### config.mk
export PLATFORM = sky130hd
export DESIGN_NAME = qltu_ctrl
export DESIGN_NICKNAME = d
export VERILOG_FILES = /design/src/design/q_learning_table_update_defines.svh /design/src/design/qltu_pkg.sv /design/src/design/qltu_ctrl.sv
export SDC_FILE = /design/constraint.sdc
export NUM_CORES = 1
export LEC_CHECK = 0
export BUFFER_PORTS_ARGS = -buffer_cell sky130_fd_sc_hd__buf_4
export CORE_AREA = 3 3 40 42
export DETAILED_ROUTE_END_ITERATION = 10
export DIE_AREA = 0 0 43 45
export PLACE_DENSITY_LB_ADDON = 0.08
export SETUP_SLACK_MARGIN = 0.5
export SYNTH_ARGS = -nofsm -noshare
export SYNTH_HDL_FRONTEND = slang
export SYNTH_SLANG_ARGS = --single-unit
### constraint.sdc
create_clock -name clk -period 1.9 [get_ports clk]
set_input_delay 0.38 -clock clk [delete_from_list [all_inputs] [get_ports clk]]
set_output_delay 0.38 -clock clk [all_outputs]
set_load 0.01 [all_outputs]
### src/design/q_learning_table_update_defines.svh
// Assertion macros for the Q-learning table update block.
`ifndef Q_LEARNING_TABLE_UPDATE_DEFINES_SVH
`define Q_LEARNING_TABLE_UPDATE_DEFINES_SVH
`ifndef SYNTH
`define QLTU_ASSERT_NOW(label, ante, cons) \
    label: assert property (@(posedge clk) disable iff (!rst_n) (ante) |-> (cons)) \
        else $error("qltu check failed");
`define QLTU_ASSERT_NEXT(label, ante, cons) \
    label: assert property (@(posedge clk) disable iff (!rst_n) (ante) |=> (cons)) \
        else $error("qltu check failed");
`else
`define QLTU_ASSERT_NOW(label, ante, cons)
`define QLTU_ASSERT_NEXT(label, ante, cons)
`endif
`endif

### src/design/qltu_pkg.sv
// Shared types, register codes and helpers for the Q-learning table update block.
package qltu_pkg;

    // Register indexes on the configuration port
    localparam logic [1:0] REG_DISCOUNT = 2'd0;
    localparam logic [1:0] REG_RATE     = 2'd1;
    localparam logic [1:0] REG_EXPLORE  = 2'd2;

    localparam logic [15:0] DISCOUNT_RESET = 16'd58982;
    localparam logic [15:0] RATE_RESET     = 16'd6554;
    localparam logic [15:0] EXPLORE_RESET  = 16'd6554;

    localparam logic signed [23:0] Q_MAX = 24'sh7FFFFF;
    localparam logic signed [23:0] Q_MIN = -24'sh800000;

    // Commands from the controller to the datapath
    typedef struct packed {
        logic load;
        logic clr_step;
        logic pow_step;
        logic scan_step;
        logic rd_cur;
        logic cap_cur;
        logic calc_disc;
        logic calc_step;
        logic wr_new;
    } qltu_cmd_t;

    // Status from the datapath to the controller
    typedef struct packed {
        logic clr_last;
        logic pow_done;
        logic scan_last;
        logic learn;
    } qltu_sts_t;

    // Remainder of an 8-bit index by a modulus, restoring style, 8 steps
    function automatic logic [7:0] qltu_mod8(input logic [7:0] x, input int unsigned m);
        logic [31:0] r;
        r = {24'b0, x};
        for (int k = 7; k >= 0; k--) begin
            if (r >= (32'(m) << k)) begin
                r = r - (32'(m) << k);
            end
        end
        return r[7:0];
    endfunction

endpackage

### src/design/qltu_ctrl.sv
// Sequencer for the Q-learning table update: clear pass, scans, update, handshakes.
module qltu_ctrl (
    input  logic                clk,
    input  logic                rst_n,
    input  logic                in_valid,
    output logic                in_stall,
    output logic                out_valid,
    input  logic                out_stall,
    input  qltu_pkg::qltu_sts_t sts,
    output qltu_pkg::qltu_cmd_t cmd
);
    import qltu_pkg::*;

    localparam logic [3:0] S_CLEAR  = 4'd0;
    localparam logic [3:0] S_IDLE   = 4'd1;
    localparam logic [3:0] S_POW    = 4'd2;
    localparam logic [3:0] S_SCAN1  = 4'd3;
    localparam logic [3:0] S_RDCUR  = 4'd4;
    localparam logic [3:0] S_CAPCUR = 4'd5;
    localparam logic [3:0] S_DISC   = 4'd6;
    localparam logic [3:0] S_STEP   = 4'd7;
    localparam logic [3:0] S_WRITE  = 4'd8;
    localparam logic [3:0] S_SCAN2  = 4'd9;
    localparam logic [3:0] S_FIN    = 4'd10;
    localparam logic [3:0] S_OUT    = 4'd11;

    logic [3:0] state_reg;
    logic [3:0] state_next;

    // State register
    always_ff @(posedge clk or negedge rst_n)
    begin
        if (!rst_n)
        begin
            state_reg <= S_CLEAR;
        end
        else
        begin
            state_reg <= state_next;
        end
    end

    assign in_stall  = (state_reg != S_IDLE);
    assign out_valid = (state_reg == S_OUT);

    // Next state and commands
    always_comb
    begin
        state_next = state_reg;
        cmd        = '0;
        unique case (state_reg)
            S_CLEAR:
            begin
                cmd.clr_step = 1'b1;
                if (sts.clr_last)
                begin
                    state_next = S_IDLE;
                end
            end
            S_IDLE:
            begin
                if (in_valid)
                begin
                    cmd.load   = 1'b1;
                    state_next = S_POW;
                end
            end
            S_POW:
            begin
                if (!sts.learn)
                begin
                    state_next = S_RDCUR;
                end
                else if (sts.pow_done)
                begin
                    state_next = S_SCAN1;
                end
                else
                begin
                    cmd.pow_step = 1'b1;
                end
            end
            S_SCAN1:
            begin
                cmd.scan_step = 1'b1;
                if (sts.scan_last)
                begin
                    state_next = S_RDCUR;
                end
            end
            S_RDCUR:
            begin
                cmd.rd_cur = 1'b1;
                state_next = S_CAPCUR;
            end
            S_CAPCUR:
            begin
                cmd.cap_cur = 1'b1;
                state_next  = sts.learn ? S_DISC : S_SCAN2;
            end
            S_DISC:
            begin
                cmd.calc_disc = 1'b1;
                state_next    = S_STEP;
            end
            S_STEP:
            begin
                cmd.calc_step = 1'b1;
                state_next    = S_WRITE;
            end
            S_WRITE:
            begin
                cmd.wr_new = 1'b1;
                state_next = S_SCAN2;
            end
            S_SCAN2:
            begin
                cmd.scan_step = 1'b1;
                if (sts.scan_last)
                begin
                    state_next = S_FIN;
                end
            end
            S_FIN:
            begin
                state_next = S_OUT;
            end
            S_OUT:
            begin
                if (!out_stall)
                begin
                    state_next = S_IDLE;
                end
            end
            default:
            begin
                state_next = S_IDLE;
            end
        endcase
    end

endmodule

==> impl_metrics.json, run 1 <==
{
  "clock_sinks": 4,
  "timing.rr.start": "state_reg[2]",
  "path_clk_slew_ns": 0.04,
  "cts_root_buf": "clkbuf_4",
  "core_sq_um": 1280,
  "synth_seq_cells": 4,
  "critPathMaxStageDelay_ns": 0.55,
  "post_drt_wl_per_cell_microns": 15.7,
  "hp-class": "input port to async pin",
  "crit_start": "state_reg[2]",
  "comb_power_share": 0.825,
  "synth_area_leader_cell": "dfrtp_1",
  "clock_latency_ns": 0.24,
  "worst-setup-path-type": "register to output port",
  "hold_viol": 0,
  "slew_viol_final": 0,
  "dieArea_sq_um": 1940,
  "slew_headroom": 0.745,
  "cp.required_ns": 1.52,
  "finalSetupViolations": 0,
  "powerDensity_nw_per_um2": 1760,
  "worstMarginPinSlew_ns": 0.380,
  "largest_reg_flops": 4,
  "outcome": "finished clean",
  "cts_max_level": 1,
  "cp-endpoint": "cmd[6]",
  "num_vias": 549,
  "grt_pass1_wl_mm": 2.18,
  "synth_area_sq_um": 430,
  "die_y_microns": 45,
  "antenna_found_initial": 0,
  "synth_area_leaders": "dfrtp_1 (23%), o21ai_0 (8.1%), nor3_1 (7.0%)",
  "critPathArrivalTime_ns": 1.45,
  "pwr-share-clk": 0.070,
  "switching_power_uw": 718,
  "fmax_mhz": 547,
  "avgSynthCellArea_sq_um": 7.42,
  "grt_usage": 0.155,
  "numPortBuffers": 18,
  "drcViolationCount": 0,
  "numCtsBuffers": 3,
  "ant_nets": 0,
  "critPathLaunchType": "register",
  "dp.final_hpwl_microns": 957,
  "seq_area_frac_synth": 0.233,
  "path_cells": "or4b_4, nor3_2, buf_4",
  "fin_crit_ns": 1.83,
  "finClkSkew_ns": 0.00782,
  "cp-end-kind": "output port",
  "mostFrequentLayoutCells": "buf_4 (18), buf_6 (8), o21ai_0 (7)",
  "path_max_fanout": 3,
  "yosysTopAreaCellShare": 0.233,
  "ir_drop_uv": 945,
  "insertedDiodeCount": 0,
  "ys_types": 27,
  "seqPwrFrac": 0.105,
  "initial_core_util": 0.335,
  "power_leakage_nw": 0.376,
  "area_growth_syn_to_layout_pct": 107,
  "vias_per_cell": 5.38,
  "fp.dieW_microns": 43,
  "drv_cap": 0,
  "grt_max_degree": 15,
  "tns_ns": 0,
  "final_common_cell": "buf_4",
  "cts_max_path_buffers": 2,
  "rr_endpoint": "state_reg[2]",
  "drive_above_1_share": 0.690,
  "place_congestion": 0.789,
  "internal_power_uw": 848,
  "r2r_cells": 5,
  "yosysWarnings": 0,
  "grt_pass1_vias": 516,
  "p_sw_frac": 0.458,
  "r2r_setup_slack_ns": 0.09,
  "overflow": 0,
  "layout.nets": 97,
  "io_pins": 19,
  "drt_wl_total_mm": 1.60,
  "synth_nets": 66,
  "finalPower_mw": 1.57,
  "cts_tree": "built",
  "rsz0062_at_grt": "yes",
  "row_count": 13,
  "slowest_stage": "or4b_4",
  "syn_inst": 58,
  "firstDrtPassIters": 3,
  "drtIter0Drc": 12,
  "min_period_over_period": 0.961
}
power groups by stage:
stage	clock, mW	sequential, mW	combinational (mW)
2_1_floorplan	0	0.158	0.514
3_3_place_gp	0	0.165	0.723
3_5_place_dp	0	0.166	0.729
4_1_cts	0.113	0.156	0.945
5_1_grt	0.116	0.167	1.37
6_report	0.110	0.164	1.29
stage by stage:
stage | cells | util | hold WS (ns) | setup WS (ns) | cell area, sq um
after floorplan | 58 | - | 0.0844 | 0.282 | 440
after detailed placement | 90 | 0.462 | 0.180 | 0.226 | 593
final | 102 | 0.692 | 0.476 | 0.0733 | 890
after CTS | 99 | 0.572 | 0.463 | 0.0729 | 734
after global placement | 90 | 0.462 | 0.179 | 0.243 | 593
after global routing | 102 | 0.692 | 0.493 | 0.0190 | 890
area by class of cell:
cell class / count / area [sq um]
repair buffers: 30 / 280
well taps: 15 / 18.8
inverters: 4 / 27.5
fillers: 100 / 395
flip-flops and latches: 4 / 101
clock buffers: 3 / 22.5
multi-input cells: 46 / 439
cell usage after synthesis, drive strengths merged:
cell type / instances
nor2: 8
o21ba: 1
nor4: 1
and3: 2
dfrtp: 4
nor3b: 1
nand2b: 2
nor3: 7
a22o: 1
o32ai: 1
nand3: 2
or4: 1
buf: 2
nand2: 4
a21oi: 1
or3: 1
nor2b: 1
a2bb2oi: 1
or4b: 1
o21bai: 1
a211oi: 1
o21ai: 7
clkbuf: 2
xnor2: 1
inv: 4
timing repair:
action / 4_1_cts / 5_1_grt
setup endpoints to repair: 15 / 15
setup buffers: 4 / 3
hold buffers: 1 / 0
gates resized for setup: 19 / 31
pin swaps: 6 / 4
cloned: 1 / 0
hold endpoints to repair: 4 / 0
critical path: cells and delay by family (launching register included):
family,cells,cell delay (ns)
buffers and inverters,1,0.14
DFF,1,0.41
and+or+nand+nor,2,0.66
metal layers:
metal | GRT usage | vias to the layer above | share of wire
li1 | - | 265 | -
met1 | 0.179 | 268 | 0.42
met2 | 0.260 | 12 | 0.52
met3 | 0.0199 | 4 | 0.041
met4 | 0.120 | 0 | 0.021
met5 | 0 | - | 0
cells by family after synthesis:
kind of cell / synth area share
and+or+nand+nor: 0.390
AOI/OAI and AO/OA: 0.267
buffers and inverters: 0.0901
DFF: 0.233
xor gates and xnor gates: 0.0204
how the worst min path moves through the flow:
stage                     startpoint  cells after the start           end  slack [ns]
after global routing           rst_n                      2  state_reg[2]        0.49
after CTS                      rst_n                      2  state_reg[2]        0.46
after detailed placement       rst_n                      1  state_reg[3]        0.18
after global placement         rst_n                      1  state_reg[3]        0.18
final                          rst_n                      2  state_reg[2]        0.48
after floorplan                rst_n                      0  state_reg[0]        0.08
(Power assumes the default switching activity.)
==> inputs of run 2 (changes only) <==
--- a/config.mk
+++ b/config.mk
@@ -9,7 +9,8 @@
 export CORE_AREA = 3 3 40 42
 export DETAILED_ROUTE_END_ITERATION = 10
 export DIE_AREA = 0 0 43 45
-export PLACE_DENSITY_LB_ADDON = 0.08
+export GPL_TIMING_DRIVEN = 0
+export PLACE_DENSITY = 0.62
 export SETUP_SLACK_MARGIN = 0.5
 export SYNTH_ARGS = -nofsm -noshare
 export SYNTH_HDL_FRONTEND = slang
==> impl_metrics.json, run 2 (synthesis gave the netlist of run 1 again) <==
{
  "drtIter0Drc": 4,
  "fin_crit_ns": 1.86,
  "clock_sinks": 4,
  "cp.required_ns": 2.02,
  "grt_pass1_wl_mm": 2.09,
  "final_common_cell": "buf_4",
  "p_sw_frac": 0.441,
  "vias_per_cell": 5.35,
  "pwr-share-clk": 0.080,
  "finalSetupViolations": 0,
  "internal_power_uw": 725,
  "critPathLaunchType": "register",
  "mostFrequentLayoutCells": "buf_4 (22), o21ai_0 (7), nor2_1 (6)",
  "finalPower_mw": 1.30,
  "slew_viol_final": 0,
  "critPathMaxStageDelay_ns": 0.52,
  "ir_drop_uv": 809,
  "switching_power_uw": 572,
  "drv_cap": 0,
  "numCtsBuffers": 3,
  "hold_viol": 0,
  "worst-setup-path-type": "register to register",
  "num_vias": 535,
  "final_util": 0.600,
  "crit_buf_inv": 2,
  "rsz0062_at_grt": "yes",
  "slowest_stage": "or4b_4",
  "dp_slack_ns": 0.207,
  "grt_pass1_vias": 509,
  "grtUsageMet1": 0.169,
  "path_cells": "buf_6, or4b_4, buf_4, o32ai_4, nor3_4, and3_1",
  "largest_reg_flops": 4,
  "path_max_fanout": 4,
  "outcome": "finished clean",
  "layout.nets": 95,
  "firstDrtPassIters": 3,
  "io_pins": 19,
  "dp.cells": 91,
  "power_leakage_nw": 0.344,
  "area_growth_syn_to_layout_pct": 79.1,
  "core_sq_um": 1280,
  "post_drt_wl_per_cell_microns": 13.1,
  "dp.final_hpwl_microns": 922,
  "die_y_microns": 45,
  "path_clk_slew_ns": 0.04,
  "drcViolationCount": 0,
  "min_period_over_period": 0.981,
  "initial_core_util": 0.335,
  "clock_latency_ns": 0.23,
  "grt_max_degree": 11,
  "seqPwrFrac": 0.143,
  "finClkSkew_ns": 0.00359,
  "grt_busiest_layer": "met2",
  "numPortBuffers": 18,
  "grt_usage": 0.144,
  "place_congestion": 0.826,
  "hp-class": "input port to async pin",
  "timing.rr.start": "state_reg[2]",
  "gr-usage-met3": 0.0558,
  "row_count": 13,
  "rr_endpoint": "state_reg[2]",
  "r2r_setup_slack_ns": 0.04,
  "use_met2": 0.231,
  "slew_headroom": 0.628,
  "fp.dieW_microns": 43,
  "cts_max_path_buffers": 2,
  "critPathTopFamily": "simple AND/OR/NAND/NOR gates",
  "drive_above_1_share": 0.612,
  "comb_power_share": 0.776,
  "cts_root_buf": "clkbuf_4",
  "insertedDiodeCount": 0,
  "fmax_mhz": 537,
  "overflow": 0,
  "worstMarginPinSlew_ns": 0.553,
  "ant_nets": 0,
  "r2r_cells": 6,
  "dieArea_sq_um": 1940,
  "final_cells": 100,
  "powerDensity_nw_per_um2": 1680,
  "drt_wl_total_mm": 1.31,
  "cp-end-kind": "register",
  "antenna_found_initial": 0,
  "cts_max_level": 1,
  "critPathArrivalTime_ns": 1.98,
  "setup_ws_ns": 0.0366,
  "cts_tree": "built"
}
run 2: cell types whose count changed in the layout (fill, tap and decap cells not counted), sizes merged:
cell	before	now
buf	29	27
run 2: metrics by stage:
stage	TNS [ns]	hold slack, ns	cell area, sq um
floorplan	0	0.0844	440
CTS	0	0.473	707
finish	0	0.479	771
global placement	0	0.176	594
global route	-0.0399	0.469	771
detailed placement	0	0.178	594
run 2: layout make-up:
cell class | count | area, sq um
buffer | 4 | 52.6
multi-input combinational | 46 | 368
tap | 15 | 18.8
timing repair buffer | 24 | 186
sequential | 4 | 103
inverter | 4 | 20.0
clock buffer | 3 | 22.5
fill | 111 | 514
run 2: worst max path at each step:
stage / startpoint / slack [ns] / to / cells past startpoint
floorplan: state_reg[2] / 0.28 / state_reg[2] / 5
global placement: state_reg[2] / 0.20 / state_reg[2] / 5
detailed placement: state_reg[2] / 0.21 / state_reg[2] / 5
CTS: state_reg[2] / 0.04 / cmd[6] / 4
global route: state_reg[2] / -0.02 / state_reg[2] / 6
finish: state_reg[2] / 0.04 / state_reg[2] / 6
run 2: what timing repair did:
action | in CTS | in global routing
gates cloned | 0 | 0
setup buffers | 3 | 2
endpoints found under the hold margin | 4 | 0
resized for setup | 18 | 14
setup endpoints to repair | 15 | 15
pin swaps | 2 | 3
hold buffers | 1 | 0
run 2: per-layer routing:
| metal | vias up | wire, microns | share of wire |
|---|---|---|---|
| met5 | - | 0 | 0 |
| met4 | 0 | 15 | 0.011 |
| met3 | 2 | 63 | 0.048 |
| met2 | 13 | 701 | 0.54 |
| met1 | 256 | 527 | 0.40 |
| li1 | 264 | - | - |
run 2: power groups by stage:
stage               Combinational (mW)  Clock (mW)  Sequential, mW
floorplan                        0.514           0           0.158
global placement                 0.704           0           0.170
detailed placement               0.713           0           0.172
CTS                              0.851       0.111           0.181
global route                      1.09       0.118           0.192
finish                            1.01       0.104           0.186
